File: src/rtl/core/rpfc_pkg.sv
`timescale 1ns / 1ps
// ============================================================================
// rpfc_pkg
// Shared types, register codes and constants of the RC pulse frame capture.
// ============================================================================
package rpfc_pkg;

    localparam int CHANNELS_DEFAULT  = 9;
    localparam int TIME_BITS_DEFAULT = 16;

    localparam int CHANNEL_W = 4;
    localparam int STAMP_W   = 16;
    localparam int TICK_W    = 16;
    localparam int WIDTH_W   = 15;
    localparam int FOUND_W   = 9;
    localparam int COUNT_W   = 4;
    localparam int CFG_IDX_W = 3;
    localparam int CFG_DATA_W = 16;

    localparam logic [WIDTH_W-1:0]   WIDTH_MAX     = '1;
    localparam logic [COUNT_W-1:0]   COUNT_MAX     = '1;

    localparam logic [WIDTH_W-1:0]   MIN_WIDTH_RESET       = 15'd1000;
    localparam logic [WIDTH_W-1:0]   MAX_WIDTH_RESET       = 15'd5000;
    localparam logic [CHANNEL_W-1:0] FAILSAFE_CHANNEL_RESET = 4'd3;
    localparam logic [CHANNEL_W-1:0] LAST_CHANNEL_RESET    = 4'd8;
    localparam logic [COUNT_W-1:0]   REQUIRED_PULSES_RESET = 4'd8;
    localparam logic [TICK_W-1:0]    FRAME_TIMEOUT_RESET   = 16'd20;

    typedef enum logic [CFG_IDX_W-1:0] {
        REG_MIN_WIDTH        = 3'd0,
        REG_MAX_WIDTH        = 3'd1,
        REG_FAILSAFE_CHANNEL = 3'd2,
        REG_LAST_CHANNEL     = 3'd3,
        REG_REQUIRED_PULSES  = 3'd4,
        REG_FRAME_TIMEOUT    = 3'd5
    } cfg_reg_t;

    typedef enum logic {
        OP_EDGE = 1'b0,
        OP_TICK = 1'b1
    } op_t;

    typedef struct packed {
        logic [WIDTH_W-1:0]   min_width;
        logic [WIDTH_W-1:0]   max_width;
        logic [CHANNEL_W-1:0] failsafe_channel;
        logic [CHANNEL_W-1:0] last_channel;
        logic [COUNT_W-1:0]   required_pulses;
        logic [TICK_W-1:0]    frame_timeout;
    } cfg_t;

    typedef struct packed {
        op_t                  operation;
        logic [CHANNEL_W-1:0] channel;
        logic                 level;
        logic [STAMP_W-1:0]   timestamp;
        logic [TICK_W-1:0]    current_tick;
    } item_t;

    typedef struct packed {
        logic                 accepted;
        logic [WIDTH_W-1:0]   width;
        logic                 frame_closed;
        logic                 frame_good;
        logic                 failsafe_flag;
        logic [FOUND_W-1:0]   channels_found;
    } result_t;

endpackage

File: src/rtl/core/rpfc_engine.sv
`timescale 1ns / 1ps
// ============================================================================
// rpfc_engine
// Per-channel rise times and frame state; measures pulses and closes frames
// for one item per cycle in which fire is high.
// ============================================================================
module rpfc_engine
    import rpfc_pkg::*;
#(
    parameter int CHANNELS  = CHANNELS_DEFAULT,
    parameter int TIME_BITS = TIME_BITS_DEFAULT
)
(
    input  logic    clk,
    input  logic    rst_n,
    input  logic    fire,
    input  item_t   item,
    input  cfg_t    cfg,
    output result_t result
);

    localparam int IDX_W = $clog2(CHANNELS);
    localparam int CMP_W = (TIME_BITS > WIDTH_W) ? TIME_BITS : WIDTH_W;

    logic [TIME_BITS-1:0] rise_reg [CHANNELS];
    logic [CHANNELS-1:0]  found_reg;
    logic [CHANNELS-1:0]  found_next;
    logic                 failsafe_reg;
    logic                 failsafe_next;
    logic [COUNT_W-1:0]   count_reg;
    logic [COUNT_W-1:0]   count_next;
    logic [TICK_W-1:0]    deadline_reg;
    logic [TICK_W-1:0]    deadline_next;

    logic                 is_tick;
    logic                 ch_ok;
    logic [IDX_W-1:0]     ch_idx;
    logic [TIME_BITS-1:0] stamp;
    logic [TIME_BITS-1:0] diff;
    logic [CMP_W-1:0]     w_full;
    logic [WIDTH_W-1:0]   w_sat;
    logic                 rising;
    logic                 falling;
    logic                 in_window;
    logic                 acc;
    logic [COUNT_W-1:0]   count_inc;
    logic                 last_close;
    logic                 tick_close;
    logic                 close;
    logic [CHANNELS-1:0]  found_after;
    logic                 failsafe_after;

    always_comb
    begin
        is_tick   = (item.operation == OP_TICK);
        ch_ok     = (item.channel != '0) && (32'(item.channel) <= CHANNELS);
        ch_idx    = IDX_W'(item.channel - CHANNEL_W'(1));
        stamp     = TIME_BITS'(item.timestamp);
        diff      = stamp - rise_reg[ch_idx];
        w_full    = CMP_W'(diff >> 1);
        w_sat     = (w_full > CMP_W'(WIDTH_MAX)) ? WIDTH_MAX : w_full[WIDTH_W-1:0];
        rising    = !is_tick && ch_ok && item.level;
        falling   = !is_tick && ch_ok && !item.level;
        in_window = (w_full >= CMP_W'(cfg.min_width)) && (w_full <= CMP_W'(cfg.max_width));
        acc       = falling && in_window;
        count_inc = (count_reg == COUNT_MAX) ? COUNT_MAX : count_reg + COUNT_W'(1);

        found_after    = found_reg | (acc ? (CHANNELS'(1) << ch_idx) : '0);
        failsafe_after = failsafe_reg | (acc && (item.channel == cfg.failsafe_channel));

        last_close = acc && (item.channel == cfg.last_channel);
        tick_close = is_tick && (item.current_tick >= deadline_reg);
        close      = last_close || tick_close;

        result.accepted       = acc;
        result.width          = falling ? w_sat : '0;
        result.frame_closed   = close;
        result.frame_good     = last_close && (count_inc >= cfg.required_pulses);
        result.failsafe_flag  = close && failsafe_after;
        result.channels_found = FOUND_W'(found_after);

        found_next    = found_reg;
        failsafe_next = failsafe_reg;
        count_next    = count_reg;
        deadline_next = deadline_reg;
        if (fire)
        begin
            if (close)
            begin
                found_next    = '0;
                failsafe_next = 1'b0;
                count_next    = '0;
                deadline_next = item.current_tick + cfg.frame_timeout;
            end
            else
            begin
                found_next    = found_after;
                failsafe_next = failsafe_after;
                count_next    = acc ? count_inc : count_reg;
            end
        end
    end

    always_ff @(posedge clk or negedge rst_n)
    begin
        if (!rst_n)
        begin
            found_reg    <= '0;
            failsafe_reg <= 1'b0;
            count_reg    <= '0;
            deadline_reg <= FRAME_TIMEOUT_RESET;
            for (int i = 0; i < CHANNELS; i++)
            begin
                rise_reg[i] <= '0;
            end
        end
        else
        begin
            found_reg    <= found_next;
            failsafe_reg <= failsafe_next;
            count_reg    <= count_next;
            deadline_reg <= deadline_next;
            if (fire && rising)
            begin
                rise_reg[ch_idx] <= stamp;
            end
        end
    end

endmodule

File: src/rtl/core/rc_pulse_frame_capture.sv
`timescale 1ns / 1ps
// ============================================================================
// rc_pulse_frame_capture
// Measures RC servo pulse widths per channel and groups them into frames.
//
// Input channel (in_valid / in_ready): one item is a capture edge
// (operation 0: channel, level, timestamp) or a heartbeat tick (operation 1:
// current_tick). Every item gives exactly one result item on the output
// channel (out_valid / out_ready).
// Path: the item is held in the input register, then its result in the result
// register; out_valid rises when the result register is loaded.
// Throughput: one item per cycle while out_ready is high; the frame state
// update is a single compare-and-update between those two registers.
// Configuration: cfg_write with cfg_index and cfg_data writes one register
// at the clock edge; write only while no item is in flight.
// Reset: registers return to their defaults, rise times and frame state
// clear, and the deadline is armed at the default frame timeout.
// Stall: while out_ready is low the result holds; one more item is taken
// into the input register, then in_ready drops until the result moves.
// ============================================================================
module rc_pulse_frame_capture
    import rpfc_pkg::*;
#(
    parameter int CHANNELS  = CHANNELS_DEFAULT,
    parameter int TIME_BITS = TIME_BITS_DEFAULT
)
(
    input  logic                  clk,
    input  logic                  rst_n,

    input  logic                  cfg_write,
    input  logic [CFG_IDX_W-1:0]  cfg_index,
    input  logic [CFG_DATA_W-1:0] cfg_data,

    input  logic                  in_valid,
    output logic                  in_ready,
    input  logic                  operation,
    input  logic [CHANNEL_W-1:0]  channel,
    input  logic                  level,
    input  logic [STAMP_W-1:0]    timestamp,
    input  logic [TICK_W-1:0]     current_tick,

    output logic                  out_valid,
    input  logic                  out_ready,
    output logic                  accepted,
    output logic [WIDTH_W-1:0]    width,
    output logic                  frame_closed,
    output logic                  frame_good,
    output logic                  failsafe_flag,
    output logic [FOUND_W-1:0]    channels_found
);

    cfg_t    cfg_reg;
    item_t   item_reg;
    logic    item_valid_reg;
    result_t result;
    result_t result_reg;
    logic    result_valid_reg;
    logic    advance;
    logic    take;

    assign advance  = item_valid_reg && (!result_valid_reg || out_ready);
    assign in_ready = !item_valid_reg || advance;
    assign take     = in_valid && in_ready;

    always_ff @(posedge clk or negedge rst_n)
    begin
        if (!rst_n)
        begin
            cfg_reg.min_width        <= MIN_WIDTH_RESET;
            cfg_reg.max_width        <= MAX_WIDTH_RESET;
            cfg_reg.failsafe_channel <= FAILSAFE_CHANNEL_RESET;
            cfg_reg.last_channel     <= LAST_CHANNEL_RESET;
            cfg_reg.required_pulses  <= REQUIRED_PULSES_RESET;
            cfg_reg.frame_timeout    <= FRAME_TIMEOUT_RESET;
        end
        else if (cfg_write)
        begin
            case (cfg_index)
                REG_MIN_WIDTH:        cfg_reg.min_width        <= cfg_data[WIDTH_W-1:0];
                REG_MAX_WIDTH:        cfg_reg.max_width        <= cfg_data[WIDTH_W-1:0];
                REG_FAILSAFE_CHANNEL: cfg_reg.failsafe_channel <= cfg_data[CHANNEL_W-1:0];
                REG_LAST_CHANNEL:     cfg_reg.last_channel     <= cfg_data[CHANNEL_W-1:0];
                REG_REQUIRED_PULSES:  cfg_reg.required_pulses  <= cfg_data[COUNT_W-1:0];
                REG_FRAME_TIMEOUT:    cfg_reg.frame_timeout    <= cfg_data[TICK_W-1:0];
                default:
                begin
                end
            endcase
        end
    end

    // hold the item until the result register is free
    always_ff @(posedge clk or negedge rst_n)
    begin
        if (!rst_n)
        begin
            item_valid_reg   <= 1'b0;
            result_valid_reg <= 1'b0;
        end
        else
        begin
            if (take)
            begin
                item_valid_reg <= 1'b1;
            end
            else if (advance)
            begin
                item_valid_reg <= 1'b0;
            end

            if (advance)
            begin
                result_valid_reg <= 1'b1;
            end
            else if (out_ready)
            begin
                result_valid_reg <= 1'b0;
            end
        end
    end

    always_ff @(posedge clk)
    begin
        if (take)
        begin
            item_reg.operation    <= op_t'(operation);
            item_reg.channel      <= channel;
            item_reg.level        <= level;
            item_reg.timestamp    <= timestamp;
            item_reg.current_tick <= current_tick;
        end
        if (advance)
        begin
            result_reg <= result;
        end
    end

    rpfc_engine #(
        .CHANNELS  (CHANNELS),
        .TIME_BITS (TIME_BITS)
    ) u_engine (
        .clk    (clk),
        .rst_n  (rst_n),
        .fire   (advance),
        .item   (item_reg),
        .cfg    (cfg_reg),
        .result (result)
    );

    assign out_valid      = result_valid_reg;
    assign accepted       = result_reg.accepted;
    assign width          = result_reg.width;
    assign frame_closed   = result_reg.frame_closed;
    assign frame_good     = result_reg.frame_good;
    assign failsafe_flag  = result_reg.failsafe_flag;
    assign channels_found = result_reg.channels_found;

endmodule
File: config.mk
export PLATFORM = sky130hd
export DESIGN_NAME = rc_pulse_frame_capture
export DESIGN_NICKNAME = d
export VERILOG_FILES = /design/src/rtl/core/rpfc_pkg.sv /design/src/rtl/core/rpfc_engine.sv /design/src/rtl/core/rc_pulse_frame_capture.sv
export SDC_FILE = /design/constraint.sdc
export NUM_CORES = 1
export LEC_CHECK = 0
export BUFFER_PORTS_ARGS = -buffer_cell sky130_fd_sc_hd__clkbuf_2
export CAP_MARGIN = 20
export CORE_ASPECT_RATIO = 0.8
export CORE_MARGIN = 2
export CORE_UTILIZATION = 47
export CTS_CLUSTER_SIZE = 40
export DETAILED_ROUTE_END_ITERATION = 8
export HOLD_SLACK_MARGIN = 0.08
export PLACE_DENSITY = 0.68
export SYNTH_ARGS = -nofsm -noshare
export SYNTH_HDL_FRONTEND = slang
export SYNTH_HIERARCHICAL = 1
export SYNTH_SLANG_ARGS = --single-unit
File: constraint.sdc
create_clock -name clk -period 13.75 [get_ports clk]
set_input_delay 0.6875 -clock clk [delete_from_list [all_inputs] [get_ports clk]]
set_output_delay 0.6875 -clock clk [all_outputs]
set_load 0.01 [all_outputs]
---- Yosys cells after proc, flatten, opt, wreduce, memory -nomap -nowiden ----
Index checks and enable logic that the tools add are counted.
word-level totals
  register bits after elaboration ......... 300
  input bits .............................. 62
  output and inout port bits .............. 30
cells by class
  $add $sub $neg .......................... 4
  $lt $le $gt $ge ......................... 8
  equality and inequality tests ........... 8
  shift operators ......................... 1
  mux-type cells .......................... 17
  bitwise gates (word level) .............. 3
  reductions and logical operators ........ 35
operators with widths
  operator                number
  $bwmux W144             1
  $bmux W16 S4            1
  $demux W16 S4           1
  $mux W16                3
  $mux W9                 2
  $add A16 B16 Y16        1
  $ge A16 B16 Y1          1
  $reduce_and A2 Y1       8
  $sub A16 B16 Y16        1
  $ge A15 B15 Y1          1
  $gt A15 B15 Y1 const B  1
  $le A15 B15 Y1          1
  $logic_and A1 B1 Y1     15
  $mux W15                1
  $mux W4                 3
  $or A9 B9 Y9            1
  $shl A1 B4 Y9 const A   1
  $eq A4 B4 Y1            2
  $eq A3 B2 Y1 const B    2
  $eq A3 B3 Y1 const B    2
  $reduce_bool A2 Y1      3
  $ge A5 B5 Y1 const B    1
  $lt A5 B1 Y1 const B    1
  $mux W1                 5
  12 further kinds        17

---- Longest topological paths before layout ----
Gate-level depths: netlist (run 1).
  depth in word-level cells ............... 13
  depth in mapped cells ................... 35
  gate-level depth less buffers ........... 29

---- Modules after synthesis ----
Netlist (run 1), hierarchy kept.
by module, submodules not included
  module                  times used  cells each  area an instance (sq um)  seq. area each (sq um)
  rpfc_engine             1           953         10,764.1                  4,356.7
  rc_pulse_frame_capture  1           200         4,320.4                   3,504.6

---- Worst setup path before layout (run 1) ----
OpenSTA, ideal clock, no wires.
  path type ............................... flip-flop to flip-flop
  start ................................... register item_reg[33] in the netlist's numbering
  end ..................................... register u_engine.deadline_reg[0]
  library setup time ...................... 0.127 ns
  data arrival time ....................... 7.391 ns
  required time ........................... 13.623 ns
  path slack .............................. 6.232 ns
  cell stages (with the launch flop) ...... 29
  period minus slack after synthesis ...... 7.518 ns
  path through ............................ edfxtp_1 > buf_2 > buf_1 > inv_1 > ha_1 > clkbuf_1 > clkbuf_1 > clkbuf_1 > mux4_2 > a32o_1 > a21oi_1 > ha_1 > a21o_1 > a2111oi_0 > a21oi_4 > a2111oi_1 > a41o_1 > nor2_1 > ha_1 > nand4_1 > or2_1 > a221o_1 > a21oi_2 > nor2_4 > a21oi_2 > clkinv_2 > and2_1 > buf_6 > mux2_1
on the way
  cells in the longest elaborated chain, start to end .. 12
RTL lines
  item                                              line                          source
  from (decl)                                       rc_pulse_frame_capture.sv:54  item_t item_reg;
  $sub A4 B1 Y4                                     rpfc_engine.sv:57             ch_idx = IDX_W'(item.channel - CHANNEL_W'(1));
  $not A4 Y5 (not written as such)                  rpfc_engine.sv:59             diff = stamp - rise_reg[ch_idx];
  $bmux W16 S4                                      rpfc_engine.sv:59
  $mux W16 (not written as such) (2 in a row)       rpfc_engine.sv:59
  $sub A16 B16 Y16                                  rpfc_engine.sv:59
  $ge A15 B15 Y1 or $le A15 B15 Y1 (tied branches)  rpfc_engine.sv:64             in_window = (w_full >= CMP_W'(cfg.min_width)) && (w_full <= CMP_W'(cfg.max_width));
  $logic_and A1 B1 Y1                               rpfc_engine.sv:64
  $logic_and A1 B1 Y1 *                             rpfc_engine.sv:65             acc = falling && in_window;
  named net u_engine.acc                            rpfc_engine.sv:45             logic acc;
  $logic_and A1 B1 Y1 *                             rpfc_engine.sv:71             last_close = acc && (item.channel == cfg.last_channel);
  $logic_or A1 B1 Y1 *                              rpfc_engine.sv:73             close = last_close || tick_close;
  named net u_engine.close                          rpfc_engine.sv:49             logic close;
  $reduce_and A2 Y1 (no line) *                     --
  to (signal assigned)                              rpfc_engine.sv:122            deadline_reg <= deadline_next;
  to (decl)                                         rpfc_engine.sv:32             logic [TICK_W-1:0] deadline_reg;
The timed path passes the listed nets; every way through them passes the cells marked *. The select of a mux whose other input is x is not followed.
A chain may end at the register's enable or synchronous reset.

==> summary.md, run 1 <==
| Metric | Value |
|---|---|
| Status | `finished clean` |
| Max reg flops | `144` |
| Nature of the critical path startpoint | `flip-flop` |
| Wire length of the first global-routing pass | `54400 um` |
| Cell count after synthesis | `1153` |
| Number of buffers inserted to repair setup after CTS | `0` |
| Post-synth ARST share | `78.0%` |
| Aggregate global routing overflow | `0` |
| Total negative slack | `0 ns` |
| Fraction of final layout cells sized beyond drive strength 1 | `30.4%` |
| Top delay family on crit path | `simple AND/OR/NAND/NOR gates` |
| Count of TritonRoute iterations in the first routing pass | `5` |
| Classification of the worst setup path | `flip-flop to flip-flop` |
| Routability cong. | `0.881` |
| DIE WIDTH | `204 um` |
| Biggest cell delay along the critical path | `0.77 ns` |
| Post-synthesis cell area | `15100 um^2` |
| CP dominant cell by count | `sky130_fd_sc_hd__ha_1` |
| Leak | `0.00783 uW` |
| Flop and latch count out of synthesis | `300` |
| Final slew viol count | `0` |
| Worst min-delay path category | `input port to async pin` |
| RSZ-0062 raised after global routing | `no` |
| Post-cts gate resize count | `0` |
| Area growth syn-to-layout | `12.9%` |
| Fill cells | `2662` |
| Die outline height | `164 um` |
| Initial antenna violation count | `0` |
| Count of endpoints failing hold in the final timing report | `0` |
| CTS tree | `built` |
| Top_reg_cell synth | `sky130_fd_sc_hd__dfrtp_1` |
| Clock insertion delay at the later pin of the skew report | `0.58 ns` |
| Number of failing setup endpoints in the final timing report | `0` |
| Number of enable flip-flop cells after synthesis | `66` |
| Synth unique cells | `84` |
| Largest fanout of any net on the critical path | `16` |
| Transition time at the pin with the least slew margin | `1.09 ns` |
| Antenna diodes | `0` |
| Initial DRC Count | `527` |
| Total global-route track usage | `21.2%` |
| Highest attainable clock frequency | `127 MHz` |
| Syn nets | `1302` |
| Count of hold-fix buffers inserted at cts | `0` |
| Number of buffers and inverters on the critical path | `3` |
| Clock Tree Root | `sky130_fd_sc_hd__clkbuf_16` |
| Initial Util | `47.9%` |
| Number of vias per cell after detailed routing | `5.65` |
| Count of maximum capacitance violations | `0` |
| Final routed wirelength across all metal layers | `34600 um` |
| Ports | `92` |
| Normalized max-slew margin | `27.1%` |
| Total power density per cell area | `153 nW/um^2` |
| Deepest level of the CTS H-tree | `1` |
| Number of warnings printed during yosys synthesis | `6` |
| Data arrival time at the worst-slack endpoint | `8.32 ns` |
| Die footprint | `33600 um^2` |
| Max stage delay cell, worst path | `sky130_fd_sc_hd__a2111oi_0` |
| Mapped Avg Cell Area | `13.1 um^2` |
| Biggest area contributors in the synthesized netlist | `sky130_fd_sc_hd__dfrtp_1 (36%), sky130_fd_sc_hd__edfxtp_1 (13%), sky130_fd_sc_hd__mux2_2 (12%)` |
| Detailed-placement wirelength estimate | `23800 um` |
| Post-synthesis cell type with the largest combined area | `sky130_fd_sc_hd__dfrtp_1` |
| Maximum buffer depth of the clock tree | `3` |
| Final nets | `1395` |
| Cell row count | `58` |
| Fraction of synthesized cell area taken by the top area cell type | `35.7%` |
| Standard cell core area | `31500 um^2` |
| Post-layout utilization of the core | `54.1%` |
| Number of port buffers | `91` |
| Detailed-route wire length per cell | `20.5 um` |
| Number of clock sinks seen by CTS | `300` |
| Req. time, crit path | `14.21 ns` |
| CTS Buf Count | `30` |
| Critical Path End Type | `flip-flop` |
| Detailed-route DRC error count | `0` |
| Time the final worst path needs with I/O delays and setup | `7.86 ns` |
| Register area share after synthesis | `52.1%` |
| Worst-case vdd ir drop | `0.103 mV` |
| Vias in the first global route | `9490` |
| Overall power | `2600 uW` |
| Total via count in the routed design | `9547` |
| Antenna-violating nets left | `0` |
| Pin count of the biggest net entering global routing | `95` |
| CTS clk-pin slew, worst paths | `0.06 ns` |
| Share of the cycle needed by the critical path after routing | `57.2%` |
| Final setup skew | `0.0115 ns` |
[per-stage QoR]
stage               setup slack [ns]  cells  hold slack, ns  instance area, um^2
floorplan                       6.23   1153           0.392                15100
global placement                6.34   1628           0.457                15900
detailed placement              5.97   1628           0.471                15900
CTS                             5.94   1684           0.165                16900
global route                    5.38   1690           0.168                17000
finish                          5.89   1690           0.132                17000
[cell usage in the layout, fill, tap and decap left out, types with 11 or more instances in the layout]
cell type / n
sky130_fd_sc_hd__dfrtp_1: 215
sky130_fd_sc_hd__mux2_2: 161
sky130_fd_sc_hd__clkbuf_2: 90
sky130_fd_sc_hd__ha_1: 85
sky130_fd_sc_hd__inv_1: 72
sky130_fd_sc_hd__edfxtp_1: 66
sky130_fd_sc_hd__nand2_1: 64
sky130_fd_sc_hd__a21oi_1: 41
sky130_fd_sc_hd__nor2_1: 38
sky130_fd_sc_hd__mux4_2: 32
sky130_fd_sc_hd__clkbuf_16: 31
sky130_fd_sc_hd__mux2_1: 28
sky130_fd_sc_hd__o21ai_0: 28
sky130_fd_sc_hd__a21o_1: 26
sky130_fd_sc_hd__xor2_1: 21
sky130_fd_sc_hd__a31oi_1: 21
sky130_fd_sc_hd__dfstp_2: 19
sky130_fd_sc_hd__mux2i_1: 16
sky130_fd_sc_hd__nor2b_1: 14
sky130_fd_sc_hd__xnor2_1: 11
[area by class of cell]
type	count	area, um^2	area share, %
Inverter	74	279	1.64
Sequential cell	300	7860	46.2
Tap cell	420	526	3.09
Clock inverter	8	93.8	0.551
Timing Repair Buffer	106	649	3.81
Clock buffer	48	910	5.34
Multi-Input combinational cell	734	6710	39.4
[logic make-up after synthesis]
family | synth area share (%)
mux | 19.9
compound gates | 8.47
buf+inv | 3.53
simple gates | 6.65
fa+ha+maj | 7.32
flops | 52.1
xor+xnor | 1.97
[worst paths after layout]
check	from	to	slack, ns	depth (start not counted)
hold reg to reg	item_valid_reg	out_valid	0.48	1
max in group asynchronous	rst_n	u_engine/rise_reg[67]	12.33	2
hold / removal	rst_n	cfg_reg[3]	0.13	1
setup reg to reg	item_reg[34]	u_engine/deadline_reg[0]	5.89	25
setup / recovery	item_reg[34]	u_engine/deadline_reg[0]	5.89	25
min in group clk	level	item_reg[32]	0.28	1
[where the power goes]
part           internal, uW  switching [uW]  total (uW)  leakage [uW]
Clock                   488             348         836      0.000486
Sequential             1060            77.4        1140       0.00366
Combinational           295             335         630       0.00369
Total                  1840             761        2600       0.00783
[metal layers]
| metal | vias to the layer above | GRT usage [%] | share of wire [%] |
|---|---|---|---|
| met5 | - | 0 | 0 |
| met4 | 0 | 4.64 | 1.9 |
| met3 | 51 | 4.03 | 6.4 |
| met2 | 270 | 32.2 | 43 |
| met1 | 4832 | 31.7 | 49 |
| li1 | 4394 | - | - |
[Yosys cell counts (9+ instances only)]
library cell	count
sky130_fd_sc_hd__dfrtp_1	215
sky130_fd_sc_hd__mux2_2	161
sky130_fd_sc_hd__ha_1	85
sky130_fd_sc_hd__inv_1	72
sky130_fd_sc_hd__edfxtp_1	66
sky130_fd_sc_hd__nand2_1	64
sky130_fd_sc_hd__a21oi_1	41
sky130_fd_sc_hd__nor2_1	38
sky130_fd_sc_hd__mux4_2	32
sky130_fd_sc_hd__mux2_1	28
sky130_fd_sc_hd__o21ai_0	28
sky130_fd_sc_hd__a21o_1	26
sky130_fd_sc_hd__a31oi_1	21
sky130_fd_sc_hd__xor2_1	21
sky130_fd_sc_hd__clkbuf_1	20
sky130_fd_sc_hd__dfstp_2	19
sky130_fd_sc_hd__mux2i_1	16
sky130_fd_sc_hd__nor2b_1	14
sky130_fd_sc_hd__xnor2_1	11
sky130_fd_sc_hd__buf_2	10
sky130_fd_sc_hd__nand2b_1	10
sky130_fd_sc_hd__o21bai_1	10
sky130_fd_sc_hd__nand3_1	9
(Power assumes the default switching activity.)
==> inputs of run 2 (changes only) <==
==> constraint.sdc (replaced) <==
create_clock -name clk -period 7.9 [get_ports clk]
set_input_delay 0.395 -clock clk [delete_from_list [all_inputs] [get_ports clk]]
set_output_delay 0.395 -clock clk [all_outputs]
set_load 0.01 [all_outputs]
==> summary.md, run 2 (same netlist as run 1, synthesis figures left out) <==
| Metric | Value |
|---|---|
| Most common library cell in the layout ignoring fill and taps | `sky130_fd_sc_hd__dfrtp_1` |
| Area growth syn-to-layout | `15.6%` |
| Number of clock sinks seen by CTS | `300` |
| Number of buffers inserted to repair setup after CTS | `0` |
| Classification of the worst setup path | `flip-flop to flip-flop` |
| Initial antenna violation count | `0` |
| Largest fanout of any net on the critical path | `13` |
| Count of maximum capacitance violations | `0` |
| Max reg flops | `144` |
| Final routed wirelength across all metal layers | `35800 um` |
| Final nets | `1444` |
| Die footprint | `33600 um^2` |
| Pin count of the biggest net entering global routing | `92` |
| Total via count in the routed design | `9732` |
| Switching share of power | `30.0%` |
| Worst min-delay path category | `input port to flip-flop` |
| Antenna diodes | `0` |
| Count of TritonRoute iterations in the first routing pass | `5` |
| Number of failing setup endpoints in the final timing report | `0` |
| Max stage delay cell, worst path | `sky130_fd_sc_hd__edfxtp_1` |
| Initial DRC Count | `761` |
| Final design area excluding fillers | `17400 um^2` |
| Top delay family on crit path | `simple AND/OR/NAND/NOR gates` |
| Share of the cycle needed by the critical path after routing | `91.1%` |
| Clock power share | `30.2%` |
| Internal power component | `3110 uW` |
| RSZ-0062 raised after global routing | `no` |
| Aggregate global routing overflow | `0` |
| Initial Util | `47.9%` |
| Number of vias per cell after detailed routing | `5.60` |
| Final setup skew | `0.00834 ns` |
| Deepest level of the CTS H-tree | `1` |
| Number of port buffers | `91` |
| Number of buffers and inverters on the critical path | `4` |
| Clock Tree Root | `sky130_fd_sc_hd__clkbuf_16` |
| Highest attainable clock frequency | `139 MHz` |
| Detailed-placement wirelength estimate | `24000 um` |
| Vias in the first global route | `9803` |
| Setup slack after layout | `0.701 ns` |
| Clock insertion delay at the later pin of the skew report | `0.57 ns` |
| CTS Buf Count | `31` |
| Data arrival time at the worst-slack endpoint | `7.65 ns` |
| Ports | `92` |
| Total power density per cell area | `255 nW/um^2` |
| Transition time at the pin with the least slew margin | `1.08 ns` |
| Maximum buffer depth of the clock tree | `3` |
| Final slew viol count | `0` |
| DIE WIDTH | `204 um` |
| Worst-case vdd ir drop | `0.204 mV` |
| Standard cell core area | `31500 um^2` |
| Net switching component of the power | `1340 uW` |
| Part of the power in registers | `44.6%` |
| Detailed-route DRC error count | `0` |
| Total global-route track usage | `22.1%` |
| Leak | `0.00803 uW` |
| Nature of the critical path startpoint | `flip-flop` |
| Status | `finished clean` |
| Worst slack at placement | `0.459 ns` |
| Total negative slack | `0 ns` |
| Detailed-route wire length per cell | `20.6 um` |
| Layout Cells excl Fill | `1739` |
| Time the final worst path needs with I/O delays and setup | `7.20 ns` |
| Normalized max-slew margin | `27.5%` |
| CTS tree | `built` |
| Top library cells by usage in the layout, fill and taps aside | `sky130_fd_sc_hd__dfrtp_1 (215), sky130_fd_sc_hd__mux2_2 (161), sky130_fd_sc_hd__clkbuf_2 (90)` |
| Area after detailed placement | `16000 um^2` |
| Biggest cell delay along the critical path | `0.55 ns` |
| Die outline height | `164 um` |
| Routability cong. | `0.877` |
| Count of endpoints failing hold in the final timing report | `0` |
| Critical Path End Type | `flip-flop` |
| Overall power | `4450 uW` |
| Combinational cell fraction of total power | `25.2%` |
| Cell row count | `58` |
| Instance count after placement with tap cells included | `1634` |
| Antenna-violating nets left | `0` |
| Req. time, crit path | `8.35 ns` |
| Fraction of final layout cells sized beyond drive strength 1 | `29.9%` |
| CTS clk-pin slew, worst paths | `0.06 ns` |
| Wire length of the first global-routing pass | `56600 um` |
==> run 2: cell types whose count changed in the layout (fill, tap and decap cells not counted), sizes merged <==
cell / change
inv: +2
bufinv: -2
clkbuf: -12
buf: +7
dlygate4sd3: +41
clkinvlp: -1
clkinv: +14
==> run 2: final timing paths <==
kind | from | to | slack, ns | cells after the start
min in group asynchronous | rst_n | out_valid | 0.42 | 2
min reg2reg | u_engine/rise_reg[81] | u_engine/rise_reg[81] | 0.48 | 2
max in group asynchronous | rst_n | u_engine/rise_reg[24] | 6.00 | 3
max reg2reg | item_reg[33] | u_engine/deadline_reg[0] | 0.70 | 29
max | item_reg[33] | u_engine/deadline_reg[0] | 0.70 | 29
min | cfg_data[9] | cfg_reg[37] | 0.10 | 2
==> run 2: power by group through the flow <==
| stage | Sequential [uW] | Clock, uW | Combinational, uW |
|---|---|---|---|
| floorplan | 1970 | 0 | 812 |
| global placement | 2000 | 0 | 1060 |
| detailed placement | 2010 | 0 | 1090 |
| CTS | 1980 | 1380 | 1110 |
| global route | 2010 | 1450 | 1250 |
| finish | 1980 | 1350 | 1120 |
==> run 2: area by class of cell <==
class                      count  area (um^2)
timing repair buffer         154         1140
multi-input combinational    734         6710
sequential                   300         7860
fill                        2639        14100
inverter                      74          279
tap                          420          526
clock buffer                  36          815
clock inverter                21          113
==> run 2: timing repair <==
item                                    in CTS  in global routing
endpoints found under the setup margin       0                  7
hold buffers                                41                  0
endpoints found under the hold margin      125                  0
resized for setup                            0                  2
==> run 2: metrics by stage <==
stage	util [%]	hold slack, ns
floorplan	-	0.0994
global placement	50.7	0.459
detailed placement	50.7	0.468
CTS	54.9	0.0813
global route	55.4	0.0946
finish	55.4	0.102
==> run 2: per-layer routing <==
layer  global-route usage, %  part of all wire, %  vias to the layer above
met3                    5.10                  6.7                       54
li1                        -                    -                     4506
met1                    33.1                   48                     4898
met5                       0                    0                        -
met2                    32.6                   43                      274
met4                    4.81                  1.6                        0
==> inputs of run 3 (changes only) <==
==> constraint.sdc (replaced) <==
create_clock -name clk -period 7.9 [get_ports clk]
set_input_delay 1.58 -clock clk [delete_from_list [all_inputs] [get_ports clk]]
set_output_delay 1.58 -clock clk [all_outputs]
set_load 0.01 [all_outputs]
==> summary.md, run 3 (same netlist as run 1, synthesis figures left out) <==
| Metric | Value |
|---|---|
| Status | `finished clean` |
| Biggest cell delay along the critical path | `0.75 ns` |
| Worst reg2reg endpoint | `u_engine/deadline_reg[0]` |
| Number of buffers and inverters on the critical path | `3` |
| Req. time, crit path | `8.34 ns` |
| Final nets | `1403` |
| Ports | `92` |
| Number of vias per cell after detailed routing | `5.61` |
| Count of hold-fix buffers inserted at cts | `0` |
| RSZ-0062 raised after global routing | `no` |
| Largest fanout of any net on the critical path | `13` |
| Highest attainable clock frequency | `137 MHz` |
| Initial Util | `47.9%` |
| Max reg flops | `144` |
| Maximum buffer depth of the clock tree | `3` |
| Die outline height | `164 um` |
| Die footprint | `33600 um^2` |
| Count of endpoints failing hold in the final timing report | `0` |
| Worst R2R Setup Slack | `0.61 ns` |
| Top delay family on crit path | `simple AND/OR/NAND/NOR gates` |
| Setup slack after layout | `0.613 ns` |
| Final routed wirelength across all metal layers | `35000 um` |
| Capturing instance or port of the critical path | `u_engine/deadline_reg[0]` |
| Total power density per cell area | `270 nW/um^2` |
| Detailed-route DRC error count | `0` |
| CTS clk-pin slew, worst paths | `0.06 ns` |
| Worst min-delay path category | `flip-flop to flip-flop` |
| Antenna-violating nets left | `0` |
| Total via count in the routed design | `9524` |
| Initial antenna violation count | `0` |
| Number of failing setup endpoints in the final timing report | `0` |
| Clock insertion delay at the later pin of the skew report | `0.57 ns` |
| Overall power | `4640 uW` |
| Deepest level of the CTS H-tree | `1` |
| Nature of the critical path startpoint | `flip-flop` |
| Worst Reg-to-Reg Cells | `25` |
| Most common library cell in the layout ignoring fill and taps | `sky130_fd_sc_hd__dfrtp_1` |
| Pin count of the biggest net entering global routing | `129` |
| CTS tree | `built` |
| DIE WIDTH | `204 um` |
| Area growth syn-to-layout | `13.9%` |
| Count of maximum capacitance violations | `0` |
| Normalized max-slew margin | `26.2%` |
| Number of port buffers | `91` |
| Total global-route track usage | `21.5%` |
| Cell row count | `58` |
| Number of clock sinks seen by CTS | `300` |
| Leak | `0.00792 uW` |
| Vias in the first global route | `9620` |
| Standard cell core area | `31500 um^2` |
| Top library cells by usage in the layout, fill and taps aside | `sky130_fd_sc_hd__dfrtp_1 (215), sky130_fd_sc_hd__mux2_2 (161), sky130_fd_sc_hd__clkbuf_2 (90)` |
| Classification of the worst setup path | `flip-flop to flip-flop` |
| Worst Setup SP | `item_reg[33]` |
| Final setup skew | `0.0194 ns` |
| Clock Tree Root | `sky130_fd_sc_hd__clkbuf_16` |
| Worst-case vdd ir drop | `0.160 mV` |
| CTS Buf Count | `31` |
| Critical Path End Type | `flip-flop` |
| Share of the cycle needed by the critical path after routing | `92.2%` |
| Launch instance of the worst register-to-register path | `item_reg[33]` |
| Detailed-placement wirelength estimate | `23900 um` |
| Fraction of final layout cells sized beyond drive strength 1 | `31.0%` |
| CP dominant cell by count | `sky130_fd_sc_hd__ha_1` |
| Post-layout utilization of the core | `54.6%` |
| Aggregate global routing overflow | `0` |
| Initial DRC Count | `711` |
| Number of buffers inserted to repair setup after CTS | `0` |
| Antenna diodes | `0` |
| Transition time at the pin with the least slew margin | `1.10 ns` |
| Final slew viol count | `0` |
| Worst slack at placement | `0.557 ns` |
| Detailed-route wire length per cell | `20.6 um` |
| Wire length of the first global-routing pass | `55100 um` |
| Time the final worst path needs with I/O delays and setup | `7.29 ns` |
| Routability cong. | `0.879` |
| Critical path depth in cells | `25` |
| Max stage delay cell, worst path | `sky130_fd_sc_hd__a2111oi_0` |
| Total negative slack | `0 ns` |
| Count of TritonRoute iterations in the first routing pass | `5` |
| Data arrival time at the worst-slack endpoint | `7.73 ns` |
-- run 3: cell count changes in the layout (fill, tap and decap cells not counted), moves of 2 or more --
cell                            previous run  this run
sky130_fd_sc_hd__dlygate4sd3_1            41         0
sky130_fd_sc_hd__clkinv_4                  2         0
sky130_fd_sc_hd__bufinv_16                 0         6
sky130_fd_sc_hd__clkinv_2                  9         3
sky130_fd_sc_hd__clkinvlp_4                1         3
sky130_fd_sc_hd__clkinv_1                  9         7
sky130_fd_sc_hd__inv_6                     0         4
-- run 3: layer usage --
metal  GRT usage, %  wire length, um
met5              0                0
met4           4.55              547
met3           4.82             2060
met2           31.8            15200
met1           32.3            17200
-- run 3: how the worst min path moves through the flow --
| stage | from | to | slack, ns | cells after the start |
|---|---|---|---|---|
| 4_1_cts | u_engine/rise_reg[17] | u_engine/rise_reg[17] | 0.48 | 2 |
| 6_report | u_engine/rise_reg[17] | u_engine/rise_reg[17] | 0.48 | 2 |
| 5_1_grt | u_engine/rise_reg[61] | u_engine/rise_reg[61] | 0.51 | 1 |
| 3_5_place_dp | u_engine/rise_reg[17] | u_engine/rise_reg[17] | 0.47 | 2 |
| 2_1_floorplan | u_engine/rise_reg[48] | u_engine/rise_reg[48] | 0.44 | 2 |
| 3_3_place_gp | u_engine/rise_reg[17] | u_engine/rise_reg[17] | 0.46 | 2 |
-- run 3: power by group --
part,switching (uW),leakage [uW],internal (uW),total (uW)
clock,624,0.000521,935,1560
combinational,579,0.00374,517,1100
sequential,139,0.00366,1850,1990
-- run 3: timing repair --
item,in CTS,in global routing
resized for setup,0,1
hold endpoints to repair,0,0
endpoints found under the setup margin,0,1
-- run 3: worst min-delay path: stages (launching register included) --
cell                      delay [ns]
sky130_fd_sc_hd__dfrtp_1        0.34
sky130_fd_sc_hd__nand2_1        0.04
sky130_fd_sc_hd__o21ai_0        0.06
-- run 3: cell type report --
class                      instances  area (um^2)
timing repair buffer             113          729
multi-input combinational        734         6710
fill                            2679        14300
inverter                          74          279
clock inverter                    21          270
tap                              420          526
clock buffer                      36          815
sequential                       300         7860
-- run 3: metrics by stage --
stage | hold WS, ns | area (um^2) | cells
finish | 0.481 | 17200 | 1698
global route | 0.510 | 17200 | 1698
global placement | 0.458 | 16000 | 1634
floorplan | 0.445 | 15100 | 1153
CTS | 0.484 | 17000 | 1691
detailed placement | 0.470 | 16000 | 1634
